<file path="config.mk">
export PLATFORM = sky130hd
export DESIGN_NAME = lbs_muldiv
export DESIGN_NICKNAME = d
export VERILOG_FILES = /design/src/lbs_pkg.sv /design/src/lbs_muldiv.sv
export SDC_FILE = /design/constraint.sdc
export NUM_CORES = 1
export LEC_CHECK = 0
export BUFFER_PORTS_ARGS = -buffer_cell sky130_fd_sc_hd__buf_4
export CORE_ASPECT_RATIO = 1.4
export CORE_UTILIZATION = 49
export CTS_BUF_LIST = sky130_fd_sc_hd__clkbuf_4 sky130_fd_sc_hd__clkbuf_8
export DETAILED_ROUTE_END_ITERATION = 12
export HOLD_SLACK_MARGIN = 0.12
export PLACE_DENSITY = 0.65
export SLEW_MARGIN = 5
export SYNTH_ARGS = -nofsm -noshare
export SYNTH_HDL_FRONTEND = slang
export SYNTH_SLANG_ARGS = --single-unit
</file>
<file path="constraint.sdc">
create_clock -name clk -period 2.63 [get_ports clk]
set_input_delay 0.3945 -clock clk [delete_from_list [all_inputs] [get_ports clk]]
set_output_delay 0.3945 -clock clk [all_outputs]
set_load 0.1 [all_outputs]
</file>
<file path="src/lbs_pkg.sv">
// Shared types, sizes and helper functions for the letterbox nearest-neighbour scaler.
// Used by every module of the block; depends on nothing else.
`timescale 1ns / 1ps
`default_nettype none

package lbs_pkg;

    localparam int MAX_SRC_DIM = 256;
    localparam int MAX_DST_DIM = 4096;

    // Raw register widths.
    localparam int SRC_REG_W = 9;
    localparam int DST_REG_W = 13;

    // Widths that hold an effective dimension and an index below it.
    localparam int SRC_DIM_W = $clog2(MAX_SRC_DIM + 1);
    localparam int DST_DIM_W = $clog2(MAX_DST_DIM + 1);
    localparam int SRC_IDX_W = $clog2(MAX_SRC_DIM);
    localparam int DST_IDX_W = $clog2(MAX_DST_DIM);

    // Frame store addressing.
    localparam int ADDR_W = 2 * SRC_IDX_W;
    localparam int PTR_W  = ADDR_W + 1;

    // Shared multiply-divide unit.
    localparam int PROD_W = DST_DIM_W + SRC_DIM_W;
    localparam int CNT_W  = $clog2(PROD_W + 1);

    // Configuration port.
    localparam int CFG_IDX_W  = 3;
    localparam int CFG_DATA_W = DST_REG_W;

    localparam logic [CFG_IDX_W-1:0] CFG_SRC_WIDTH  = 3'd0;
    localparam logic [CFG_IDX_W-1:0] CFG_SRC_HEIGHT = 3'd1;
    localparam logic [CFG_IDX_W-1:0] CFG_DST_WIDTH  = 3'd2;
    localparam logic [CFG_IDX_W-1:0] CFG_DST_HEIGHT = 3'd3;

    localparam logic CMD_LOAD = 1'b0;
    localparam logic CMD_EMIT = 1'b1;

    typedef struct packed {
        logic       cmd;
        logic [7:0] red;
        logic [7:0] green;
        logic [7:0] blue;
        logic [7:0] alpha;
    } in_word_t;

    typedef struct packed {
        logic [23:0] pixel_xrgb;
        logic        frame_last;
    } out_word_t;

    // One request to the shared unit: result is a * b, or (a * b) / d when divide is set.
    typedef struct packed {
        logic                 start;
        logic                 divide;
        logic [DST_DIM_W-1:0] a;
        logic [SRC_DIM_W-1:0] b;
        logic [DST_DIM_W-1:0] d;
    } lbs_op_t;

    function automatic logic [SRC_DIM_W-1:0] eff_src(input logic [SRC_REG_W-1:0] v);
        logic [SRC_DIM_W-1:0] r;
        if (v == '0)
            r = SRC_DIM_W'(1);
        else if (int'(v) > MAX_SRC_DIM)
            r = SRC_DIM_W'(MAX_SRC_DIM);
        else
            r = SRC_DIM_W'(v);
        return r;
    endfunction

    function automatic logic [DST_DIM_W-1:0] eff_dst(input logic [DST_REG_W-1:0] v);
        logic [DST_DIM_W-1:0] r;
        if (v == '0)
            r = DST_DIM_W'(1);
        else if (int'(v) > MAX_DST_DIM)
            r = DST_DIM_W'(MAX_DST_DIM);
        else
            r = DST_DIM_W'(v);
        return r;
    endfunction

endpackage

`default_nettype wire

</file>
<file path="src/lbs_muldiv.sv">
// Shared arithmetic unit: one multiply, optionally followed by a restoring division
// that produces one quotient bit a cycle. Depends on lbs_pkg.
`timescale 1ns / 1ps
`default_nettype none

module lbs_muldiv (
    input  wire logic                          clk,
    input  wire logic                          rst_n,
    input  wire lbs_pkg::lbs_op_t              op,
    output logic                               done,
    output logic [lbs_pkg::PROD_W-1:0]         result
);

    logic                            busy_reg;
    logic                            done_reg;
    logic [lbs_pkg::CNT_W-1:0]       cnt_reg;
    logic [lbs_pkg::PROD_W-1:0]      quo_reg;
    logic [lbs_pkg::DST_DIM_W-1:0]   rem_reg;
    logic [lbs_pkg::DST_DIM_W-1:0]   d_reg;

    logic [lbs_pkg::DST_DIM_W:0]     trial;
    logic [lbs_pkg::DST_DIM_W:0]     diff;
    logic                            fits;

    // The dividend shifts out of the top of quo_reg while quotient bits enter at the bottom.
    assign trial = {rem_reg, quo_reg[lbs_pkg::PROD_W-1]};
    assign diff  = trial - {1'b0, d_reg};
    assign fits  = (trial >= {1'b0, d_reg});

    always_ff @(posedge clk or negedge rst_n)
    begin
        if (!rst_n)
        begin
            busy_reg <= 1'b0;
            done_reg <= 1'b0;
            cnt_reg  <= '0;
            quo_reg  <= '0;
            rem_reg  <= '0;
            d_reg    <= '0;
        end
        else
        begin
            done_reg <= 1'b0;
            if (op.start)
            begin
                quo_reg <= op.a * op.b;
                rem_reg <= '0;
                d_reg   <= op.d;
                if (op.divide)
                begin
                    busy_reg <= 1'b1;
                    cnt_reg  <= lbs_pkg::CNT_W'(lbs_pkg::PROD_W);
                end
                else
                begin
                    done_reg <= 1'b1;
                end
            end
            else if (busy_reg)
            begin
                quo_reg <= {quo_reg[lbs_pkg::PROD_W-2:0], fits};
                rem_reg <= fits ? diff[lbs_pkg::DST_DIM_W-1:0] : trial[lbs_pkg::DST_DIM_W-1:0];
                cnt_reg <= cnt_reg - 1'b1;
                if (cnt_reg == lbs_pkg::CNT_W'(1))
                begin
                    busy_reg <= 1'b0;
                    done_reg <= 1'b1;
                end
            end
        end
    end

    assign done   = done_reg;
    assign result = quo_reg;

    a_no_start_when_busy: assert property (@(posedge clk) disable iff (!rst_n)
        op.start |-> !busy_reg)
        else $error("shared unit started while a division is running");

    a_done_not_busy: assert property (@(posedge clk) disable iff (!rst_n)
        !(done_reg && busy_reg))
        else $error("shared unit flags done while still iterating");

    a_rem_below_divisor: assert property (@(posedge clk) disable iff (!rst_n)
        busy_reg |-> (rem_reg < d_reg))
        else $error("partial remainder not below divisor");

endmodule

`default_nettype wire

</file>
### Word-level counts from Yosys, hierarchy flattened

Index checks and enable logic that the tools add are counted.

* memories kept: 0
* RAM bits: 0
* bits in read-only memories: 0
* latch bits: 0
* flip-flop bits (word level): 55

* bitwise logic cells: 0
* $add $sub $neg: 2
* multiplexer cells: 16
* reduce and logical (&&, ||, !) cells: 2
* $mul: 1
* magnitude comparators: 1
* divide/modulo/power cells: 0
* shifts and indexed selects: 0
* equality and inequality tests: 2

Operator list (number)
* 2-to-1 mux 22 bit: 2
* 2-to-1 mux 13 bit: 3
* multiplier 13 x 9 -> 22 bit: 1
* 2-to-1 mux 5 bit: 3
* greater-or-equal comparator 14 x 13 -> 1 bit: 1
* subtractor 13 bit: 1
* 2-to-1 mux 1 bit: 8
* equality test 5 x 1 -> 1 bit (second input constant): 1
* subtractor 5 x 1 -> 5 bit (second input constant): 1
* inequality test 2 bit (second input constant): 1
* AND reduction 2 bit: 1
* nonzero test 2 bit: 1

### Logic depth before layout (Yosys ltp)

Gate-level depths: netlist of run 1.

* word-level depth: 4
* depth in mapped cells: 18

### Worst setup path before layout of run 1

No wires, ideal clock.

* path type: input -> register
* start point: input port op[15] (netlist bit)
* end point: register quo_reg, in the netlist result[15]
* arrival: 4.487 ns
* stages on the path: 15
* data required time: 2.510 ns
* slack: -1.977 ns
* path buffers: 1
* cell sequence: clkbuf_1 nand2_1 fa_1 inv_1 fa_1 fa_1 inv_1 fa_1 inv_1 ha_1 a2111o_1 o21ai_2 a21boi_2 or4_1 a41o_1

* longest elaborated chain between the ends: 2

RTL lines
* from (decl): line lbs_muldiv.sv:9 `input wire lbs_pkg::lbs_op_t op,`
* multiplier 13 x 9 -> 22 bit: line lbs_muldiv.sv:46 `quo_reg <= op.a * op.b;`
* 2-to-1 mux 22 bit: line lbs_muldiv.sv:44 `if (op.start)`
* to (signal assigned): line lbs_muldiv.sv:46
* to (signal assigned): line lbs_muldiv.sv:61 `quo_reg <= {quo_reg[lbs_pkg::PROD_W-2:0], fits};`
* to (decl): line lbs_muldiv.sv:17 `logic [lbs_pkg::PROD_W-1:0] quo_reg;`

No other way between the ends.
A chain may end at the register's enable or synchronous reset.

### Worst setup path in the final report of run 1

* start point: input port op[18] (netlist bit)
* end point: register quo_reg, in the netlist result[20]

The elaborated chain is that of the path after synthesis.

==> results of run 1 <==
worst reg2reg max path, delay by kind of cell, from the launching register on:
| kind | cells | cell delay (ns) |
|---|---|---|
| buffers and inverters | 1 | 0.06 |
| DFF | 1 | 0.43 |
| AOI/OAI and AO/OA | 5 | 1.10 |
| and+or+nand+nor | 1 | 0.18 |
| adders and majority gates | 2 | 0.63 |
how the worst max path moves through the flow:
stage	start	to	slack [ns]	cells after the start
floorplan	op[13]	result[15]	-1.77	15
global placement	op[18]	result[15]	-1.89	14
detailed placement	op[18]	result[15]	-1.93	14
CTS	op[18]	result[15]	-1.45	18
global route	op[16]	result[21]	-1.61	17
finish	op[18]	result[20]	-1.48	17
where the power goes:
group / total, uW / leakage, uW / switching (uW) / internal [uW]
registers: 1410 / 0.000669 / 277 / 1130
logic: 8680 / 0.00391 / 4730 / 3960
clock network: 489 / 0.0000446 / 291 / 198
total: 10600 / 0.00462 / 5300 / 5280
cells in the mapped netlist, types with 4 or more instances:
cell / number / area, sq um
sky130_fd_sc_hd__a211o_1: 4 / 35.03
sky130_fd_sc_hd__a211oi_1: 10 / 75.07
sky130_fd_sc_hd__a21o_1: 9 / 67.56
sky130_fd_sc_hd__a21oi_1: 28 / 140.1
sky130_fd_sc_hd__a311oi_1: 8 / 70.07
sky130_fd_sc_hd__a31oi_1: 6 / 37.54
sky130_fd_sc_hd__and2_1: 69 / 431.7
sky130_fd_sc_hd__and3_1: 4 / 25.02
sky130_fd_sc_hd__buf_1: 4 / 15.01
sky130_fd_sc_hd__buf_2: 6 / 30.03
sky130_fd_sc_hd__clkbuf_1: 24 / 90.09
sky130_fd_sc_hd__dfrtp_1: 55 / 1376
sky130_fd_sc_hd__fa_1: 79 / 1582
sky130_fd_sc_hd__ha_1: 57 / 713.2
sky130_fd_sc_hd__inv_1: 129 / 484.2
sky130_fd_sc_hd__mux2i_1: 14 / 140.1
sky130_fd_sc_hd__nand2_1: 89 / 334.1
sky130_fd_sc_hd__nand3_1: 11 / 55.05
sky130_fd_sc_hd__nand4_1: 5 / 31.28
sky130_fd_sc_hd__nor2_1: 37 / 138.9
sky130_fd_sc_hd__nor2b_1: 7 / 43.79
sky130_fd_sc_hd__nor3_1: 8 / 40.04
sky130_fd_sc_hd__nor4_1: 5 / 31.28
sky130_fd_sc_hd__o21a_1: 7 / 52.55
sky130_fd_sc_hd__o21ai_0: 31 / 155.2
sky130_fd_sc_hd__o21ai_1: 9 / 45.04
sky130_fd_sc_hd__or3_1: 4 / 25.02
sky130_fd_sc_hd__xnor2_1: 14 / 122.6
sky130_fd_sc_hd__xor2_1: 6 / 52.55
through the flow:
| stage | util (%) | std cells | TNS, ns |
|---|---|---|---|
| final | 66.47 | 1125 | -19.85 |
| after detailed placement | 60.43 | 1093 | -26.64 |
| after global routing | 66.47 | 1125 | -21.83 |
| after CTS | 64.27 | 1112 | -19.52 |
| after floorplan | - | 799 | -20.88 |
| after global placement | 60.43 | 1093 | -25.92 |
repair_timing:
item,in CTS,in global routing
resized for setup,85,49
setup endpoints to repair,18,31
pin swaps,66,45
buffers inserted,12,13
layer usage:
layer  wire [um]  part of all wire, %  vias up  track usage, %
li1            -                    -     2895               -
met1        6729                   39     2944           26.82
met2        9518                   55      119           48.07
met5           0                    0        -               0
met3         390                  2.3       37           1.713
met4         558                  3.2        0           10.67
logic make-up (layout without fill, tap and decap cells):
| kind of cell | Yosys count | count (layout) | synth area share [%] |
|---|---|---|---|
| and+or+nand+nor | 256 | 256 | 18.43 |
| buffers and inverters | 166 | 307 | 9.189 |
| AOI/OAI and AO/OA | 149 | 149 | 14.83 |
| adders and majority gates | 136 | 136 | 32.85 |
| DFF | 55 | 55 | 19.70 |
| xor gates and xnor gates | 20 | 20 | 2.508 |
| muxes | 17 | 17 | 2.490 |
cell type report:
class | instances | area share (%)
clock buffers | 6 | 0.8254
clock inverters | 2 | 0.1353
inverters | 130 | 5.277
multi-input cells | 578 | 59.47
flip-flops and latches | 55 | 14.94
well taps | 185 | 2.503
repair buffers | 169 | 16.85
==> results.md, run 1 <==
* Run status: finished with violations
* Failing checks: setup timing
* Syn Std Cell Area at 6985 sq um
* Crit. End Element: flip-flop
* Crit Path Class: in -> reg
* Sequential element share of the synthesized area at 19.70%
* Worst-case setup margin in the final layout at -1.480 ns
* Antenna violations before repair at 0
* Count of buffer and inverter cells on the critical path at 6
* Startpoint of the lowest-slack register-to-register path: result[21]
* Port bufs at 61
* Share of final-layout standard cells stronger than drive strength 1 at 32.66%
* Register-to-Register Path Depth at 9
* Post-detailed-route DRC marker count at 0
* Via density per instance at 5.329
* Slowest Stage Delay on Critical Path at 0.55 ns
* Initial Utilization at 50.22%
* Slowest stage cell on the critical path: sky130_fd_sc_hd__fa_1
* Syn Nets at 974
* Die Wd at 102.9 um
* Data required, critical path at 2.81 ns
* Root cell of the clock tree: sky130_fd_sc_hd__clkbuf_8
* TritonCTS buffer count at 5
* Global-route wire length before repair at 28.83 mm
* Worst path most repeated cell: sky130_fd_sc_hd__fa_1
* Fmax at 243.3 MHz
* Standby leakage power at 0.004620 uW
* Power density cells at 1144 nW/um^2
* CTS max path bufs at 2
* Final number of setup-violating endpoints at 17
* TritonCTS clock tree: yes
* Commonest non-fill, non-tap cell in the layout: sky130_fd_sc_hd__buf_4
* Slew at the pin closest to its max-slew limit at 0.6961 ns
* Number of maximum-capacitance constraint violations at 0
* Kind of cell adding the most delay to the critical path: adder cells
* Max-slew headroom at 53.60%
* Area taken by multi-input logic gates at 5499 sq um
* Number of antenna repair diodes at 0
* Total Routed Length at 17.20 mm
* Capture instance of the worst register-to-register path: rem_reg[4]
* Cts hold-fix bufs at 0
* Wirelength per Cell at 15.29 um
* Most used DFF post-synth: sky130_fd_sc_hd__dfrtp_1
* Total GRT Usage at 24.77%
* Detailed-router iteration count before antenna repair at 4
* Flip-flop count of the largest register after layout at 22
* Detailed Place HPWL at 13.71 mm
* Count of state elements after synthesis at 55
* Hold violation count in the final report at 0
* Via count of the first global-routing pass at 6,359
* Placeable core region at 13,910 sq um
* Commonest cells after routing, fill and taps aside: sky130_fd_sc_hd__buf_4, sky130_fd_sc_hd__inv_1, sky130_fd_sc_hd__fa_1
* Summed area of non-filler cells in the final layout at 9246 sq um
* Area taken by flip-flops and latches at 1381 sq um
* Final critical-path share of the clock period at 156.3%
* Total design power at 10,580 uW
* Number of top-level pins at 62
* Number of sinks handled by clock tree synthesis at 55
* Global route total overflow at 0
* Area growth from synthesis to final layout at 32.37%
* Vertical die dimension at 143.3 um
* Syn Inst Count at 799
* Worst-case clock skew at 0.008273 ns
* Fill count at 1,178
* Num rows at 51
* Maximum fanout along the worst path at 6
* Clock edge transition at the registers on the reported setup and hold paths at 0.10 ns
* Number of max-slew violations in the final report at 0
* Fraction of registers with async set/reset at 100.0%
* Die area at 14,740 sq um
* Worst Setup Slack post-DPL at -1.934 ns
* Number of distinct library cells after synthesis at 73
* Violation count after the first detailed-route iteration at 176
* Count of nets after finishing at 1,114
* Worst ir drop on vdd at 0.0005178 V
* Maximum number of pins on one net before global-route repair at 56
* Unrepaired setup endpoints after global routing: true
* Path class of the lowest-slack min-delay path: in -> async
* Via total after detailed routing at 5,995
* Worst hold slack across all endpoints at 0.08890 ns
* Antenna violation net count after detailed routing at 0
* Clock Latency Late Sink at 0.32 ns
* Synthesis Warnings at 0
* Average size of a mapped cell at 8.743 sq um
* Category of the worst setup path launch point: primary input
* Setup slack on the worst flop-to-flop path at 0.15 ns
* Time the final worst path needs with I/O delays and setup at 4.110 ns
* Series of cell instances along the critical path: buf_8, buf_4, and2_1, fa_1, fa_1, fa_1, inv_1, fa_1, inv_1, ha_4, a211oi_4, buf_4, o2bb2ai_4, o31ai_4, buf_6, a2111oi_4, a221oi_2
* CTS HTree Levels at 2
* Number of enable flip-flop cells after synthesis at 0
* Signal arrival time at the worst endpoint at 4.29 ns
* Gp weighted congestion at 0.9010
* Cell area reported after detailed placement at 8407 sq um
(Power assumes the default switching activity.)
==> run 2: changes to the inputs <==
- ABC_AREA: unset -> 1
- ABC_CLOCK_PERIOD_IN_PS: unset -> 2630
- PLACE_DENSITY: 0.65 -> 0.64
==> results.md, run 2 <==
* Run status: finished with violations
* Failing checks: setup timing
* Antenna violations before repair at 0 (unchanged)
* Cts hold-fix bufs at 0 (unchanged)
* Cell types with the largest area share after synthesis: sky130_fd_sc_hd__fa_1, sky130_fd_sc_hd__dfrtp_1, sky130_fd_sc_hd__nand2_1
* Global route total overflow at 0 (unchanged)
* Number of sinks handled by clock tree synthesis at 55 (unchanged)
* Via total after detailed routing at 6,676 (+11%)
* Power density cells at 1169 nW/um^2 (+2.2%)
* Violation count after the first detailed-route iteration at 244 (+39%)
* Synth cell count leaders: sky130_fd_sc_hd__nand2_1, sky130_fd_sc_hd__inv_1, sky130_fd_sc_hd__fa_1, sky130_fd_sc_hd__ha_1, sky130_fd_sc_hd__dfrtp_1
* Via count of the first global-routing pass at 7,106 (+12%)
* Worst-case setup margin in the final layout at -0.9513 ns (+0.5282 ns)
* Port bufs at 61 (unchanged)
* Vertical die dimension at 146.5 um (+2.2%)
* Category of the worst setup path launch point: primary input
* Path class of the lowest-slack min-delay path: in -> async
* Worst ir drop on vdd at 0.0008341 V (+61%)
* CTS HTree Levels at 2 (unchanged)
* Syn Std Cell Area at 7306 sq um (+4.6%)
* Count of nets after finishing at 1,315 (+18%)
* Flip-flop count of the largest register after layout at 22 (unchanged)
* Total GRT Usage at 26.01% (+1.2 points)
* Time the final worst path needs with I/O delays and setup at 3.581 ns (-0.5282 ns)
* Dominant cell type by area after synthesis: sky130_fd_sc_hd__fa_1
* Setup TNS after final layout at -13.86 ns (+5.994 ns)
* GR Layer Usage met1 at 26.05% (-0.77 points)
* Root cell of the clock tree: sky130_fd_sc_hd__clkbuf_8
* Standby leakage power at 0.005379 uW (+16%)
* Detailed Place HPWL at 14.90 mm (+8.6%)
* Most used DFF post-synth: sky130_fd_sc_hd__dfrtp_1
* Signal arrival time at the worst endpoint at 3.80 ns (-0.49 ns)
* Total Routed Length at 18.66 mm (+8.5%)
* Final number of setup-violating endpoints at 17 (unchanged)
* Commonest cells after routing, fill and taps aside: sky130_fd_sc_hd__nand2_1, sky130_fd_sc_hd__inv_1, sky130_fd_sc_hd__buf_4
* Die area at 15,410 sq um (+4.5%)
* Area taken by multi-input logic gates at 5482 sq um (-0.32%)
* Unrepaired setup endpoints after global routing: true
* Detailed-router iteration count before antenna repair at 5 (+1)
* Number of top-level pins at 62 (unchanged)
* Final critical-path share of the clock period at 136.2% (-20 points)
* Count of state elements after synthesis at 55 (unchanged)
* Number of distinct library cells after synthesis at 38 (-48%)
* Syn Nets at 1,210 (+24%)
* CTS max path bufs at 2 (unchanged)
* Yosys top cell area share at 21.65% (-0.99 points)
* Sequential element share of the synthesized area at 18.84% (-0.86 points)
* Post-detailed-route DRC marker count at 0 (unchanged)
* Crit Path Class: in -> reg
* Number of max-slew violations in the final report at 0 (unchanged)
* TritonCTS buffer count at 5 (unchanged)
* Average size of a mapped cell at 7.059 sq um (-19%)
* Syn Inst Count at 1,035 (+30%)
* Maximum number of pins on one net before global-route repair at 56 (unchanged)
* Gp weighted congestion at 0.9104 (+1.0%)
* Via density per instance at 5.020 (-5.8%)
* Fraction of registers with async set/reset at 100.0% (unchanged)
* Hold violation count in the final report at 0 (unchanged)
* Wirelength per Cell at 14.03 um (-8.2%)
* Number of enable flip-flop cells after synthesis at 0 (unchanged)
* Initial Utilization at 50.35% (+0.14 points)
* Slew at the pin closest to its max-slew limit at 0.7294 ns (+0.03335 ns)
* Total design power at 11,130 uW (+5.3%)
* Area taken by flip-flops and latches at 1376 sq um (-0.36%)
* Number of maximum-capacitance constraint violations at 0 (unchanged)
* Worst-case clock skew at 0.01373 ns (+0.005462 ns)
* Clock edge transition at the registers on the reported setup and hold paths at 0.10 ns (about the same)
* Commonest non-fill, non-tap cell in the layout: sky130_fd_sc_hd__nand2_1
* Global-route met3 utilization at 1.563% (-0.15 points)
* Met2 usage at 53.82% (+5.7 points)
* Startpoint of the lowest-slack register-to-register path: result[21]
* Fmax at 279.2 MHz (+15%)
* Share of final-layout standard cells stronger than drive strength 1 at 28.48% (-4.2 points)
* Number of antenna repair diodes at 0 (unchanged)
* Fill count at 1,310 (+11%)
* Synthesis Warnings at 0 (unchanged)
* Max-slew headroom at 51.37% (-2.2 points)
* Global-route wire length before repair at 32.12 mm (+11%)
* Post-Route Utilization at 65.63% (-0.84 points)
* Num rows at 52 (+2.0%)
* Data required, critical path at 2.85 ns (+0.04 ns)
* Clock Latency Late Sink at 0.32 ns (about the same)
* Antenna violation net count after detailed routing at 0 (unchanged)
* Busiest layer in global routing: met2
* Placeable core region at 14,510 sq um (+4.3%)
* Most used standard cell by instance count after synthesis: sky130_fd_sc_hd__nand2_1
* TritonCTS clock tree: yes
* Crit. End Element: flip-flop
* Maximum fanout along the worst path at 8 (+2)
* Die Wd at 105.2 um (+2.2%)
* Worst setup startpoint: op[15]
* Area growth from synthesis to final layout at 30.33%
[run 2: changes by cell type after synthesis, moves of 8 or more]
cell and delta:
sky130_fd_sc_hd__xnor2_1 -10, sky130_fd_sc_hd__nand2_1 +229, sky130_fd_sc_hd__a211oi_1 -10, sky130_fd_sc_hd__mux2i_1 -14
sky130_fd_sc_hd__inv_1 +135, sky130_fd_sc_hd__nor3_1 -8, sky130_fd_sc_hd__and2_1 -69, sky130_fd_sc_hd__nand3_1 +38
sky130_fd_sc_hd__a311oi_1 -8, sky130_fd_sc_hd__a21o_1 -9
[run 2: what timing repair did]
item | 4_1_cts | 5_1_grt
pin swaps | 65 | 49
buffers inserted | 8 | 5
endpoints found under the setup margin | 17 | 18
gates resized for setup | 121 | 53
cloned | 2 | 0
[run 2: stage by stage]
| step | cell area (sq um) | setup WS [ns] | hold slack [ns] | cells |
|---|---|---|---|---|
| floorplan | 7891 | -1.090 | 0.09891 | 1035 |
| global placement | 8616 | -1.408 | 0.4626 | 1309 |
| detailed placement | 8616 | -1.353 | 0.4723 | 1309 |
| CTS | 9296 | -0.9511 | 0.1444 | 1327 |
| global route | 9522 | -1.110 | 0.1699 | 1330 |
| finish | 9522 | -0.9513 | 0.1077 | 1330 |
[run 2: critical path, cell delays in order]
cell                      delay [ns]
sky130_fd_sc_hd__buf_12         0.10
sky130_fd_sc_hd__nand2_4        0.05
sky130_fd_sc_hd__fa_1           0.52
sky130_fd_sc_hd__inv_1          0.05
sky130_fd_sc_hd__fa_1           0.48
sky130_fd_sc_hd__fa_1           0.54
sky130_fd_sc_hd__inv_1          0.05
sky130_fd_sc_hd__fa_1           0.49
sky130_fd_sc_hd__inv_2          0.05
sky130_fd_sc_hd__ha_4           0.33
sky130_fd_sc_hd__nand2_8        0.09
sky130_fd_sc_hd__nor2_4         0.12
sky130_fd_sc_hd__nand3_2        0.11
sky130_fd_sc_hd__nand3_4        0.12
sky130_fd_sc_hd__nand2_2        0.06
sky130_fd_sc_hd__nand2_1        0.06
sky130_fd_sc_hd__nand2_1        0.04
sky130_fd_sc_hd__nand3_1        0.07
sky130_fd_sc_hd__nand2_1        0.05
[run 2: path summary, 6_finish.rpt]
check / end / slack (ns) / cells past startpoint
min reg2reg: cnt_reg[4] / 0.50 / 2
min: d_reg[3] / 0.11 / 1
min in group clk: done / 0.27 / 2
max in group asynchronous: done / 2.02 / 1
max reg2reg: rem_reg[11] / 0.38 / 12
max: result[21] / -0.95 / 19
[run 2: cell families after synthesis]
| group | share of synthesized area, % |
|---|---|
| AOI/OAI and AO/OA | 7.073 |
| adders and majority gates | 31.41 |
| DFF | 18.84 |
| and+or+nand+nor | 26.05 |
| buffers and inverters | 16.03 |
| xor gates and xnor gates | 0.5994 |
[run 2: report_power, final]
group	leakage [uW]	switching [uW]	total (uW)	internal [uW]
Clock	0.0000491	287	495	209
Combinational	0.00465	5660	9280	3610
Sequential	0.000676	227	1360	1140
[run 2: routing by layer]
layer,vias up,wire length (um)
met5,-,0
met4,0,671
met2,125,10820
li1,3294,-
met1,3211,6815
met3,46,351
[run 2: final cells by class]
type                    count  area share [%]
multi-input cells         673           57.57
flip-flops and latches     55           14.45
repair buffers            132           13.80
inverters                 273           10.76
well taps                 189           2.484
clock buffers               7          0.8804
clock inverters             1         0.05256
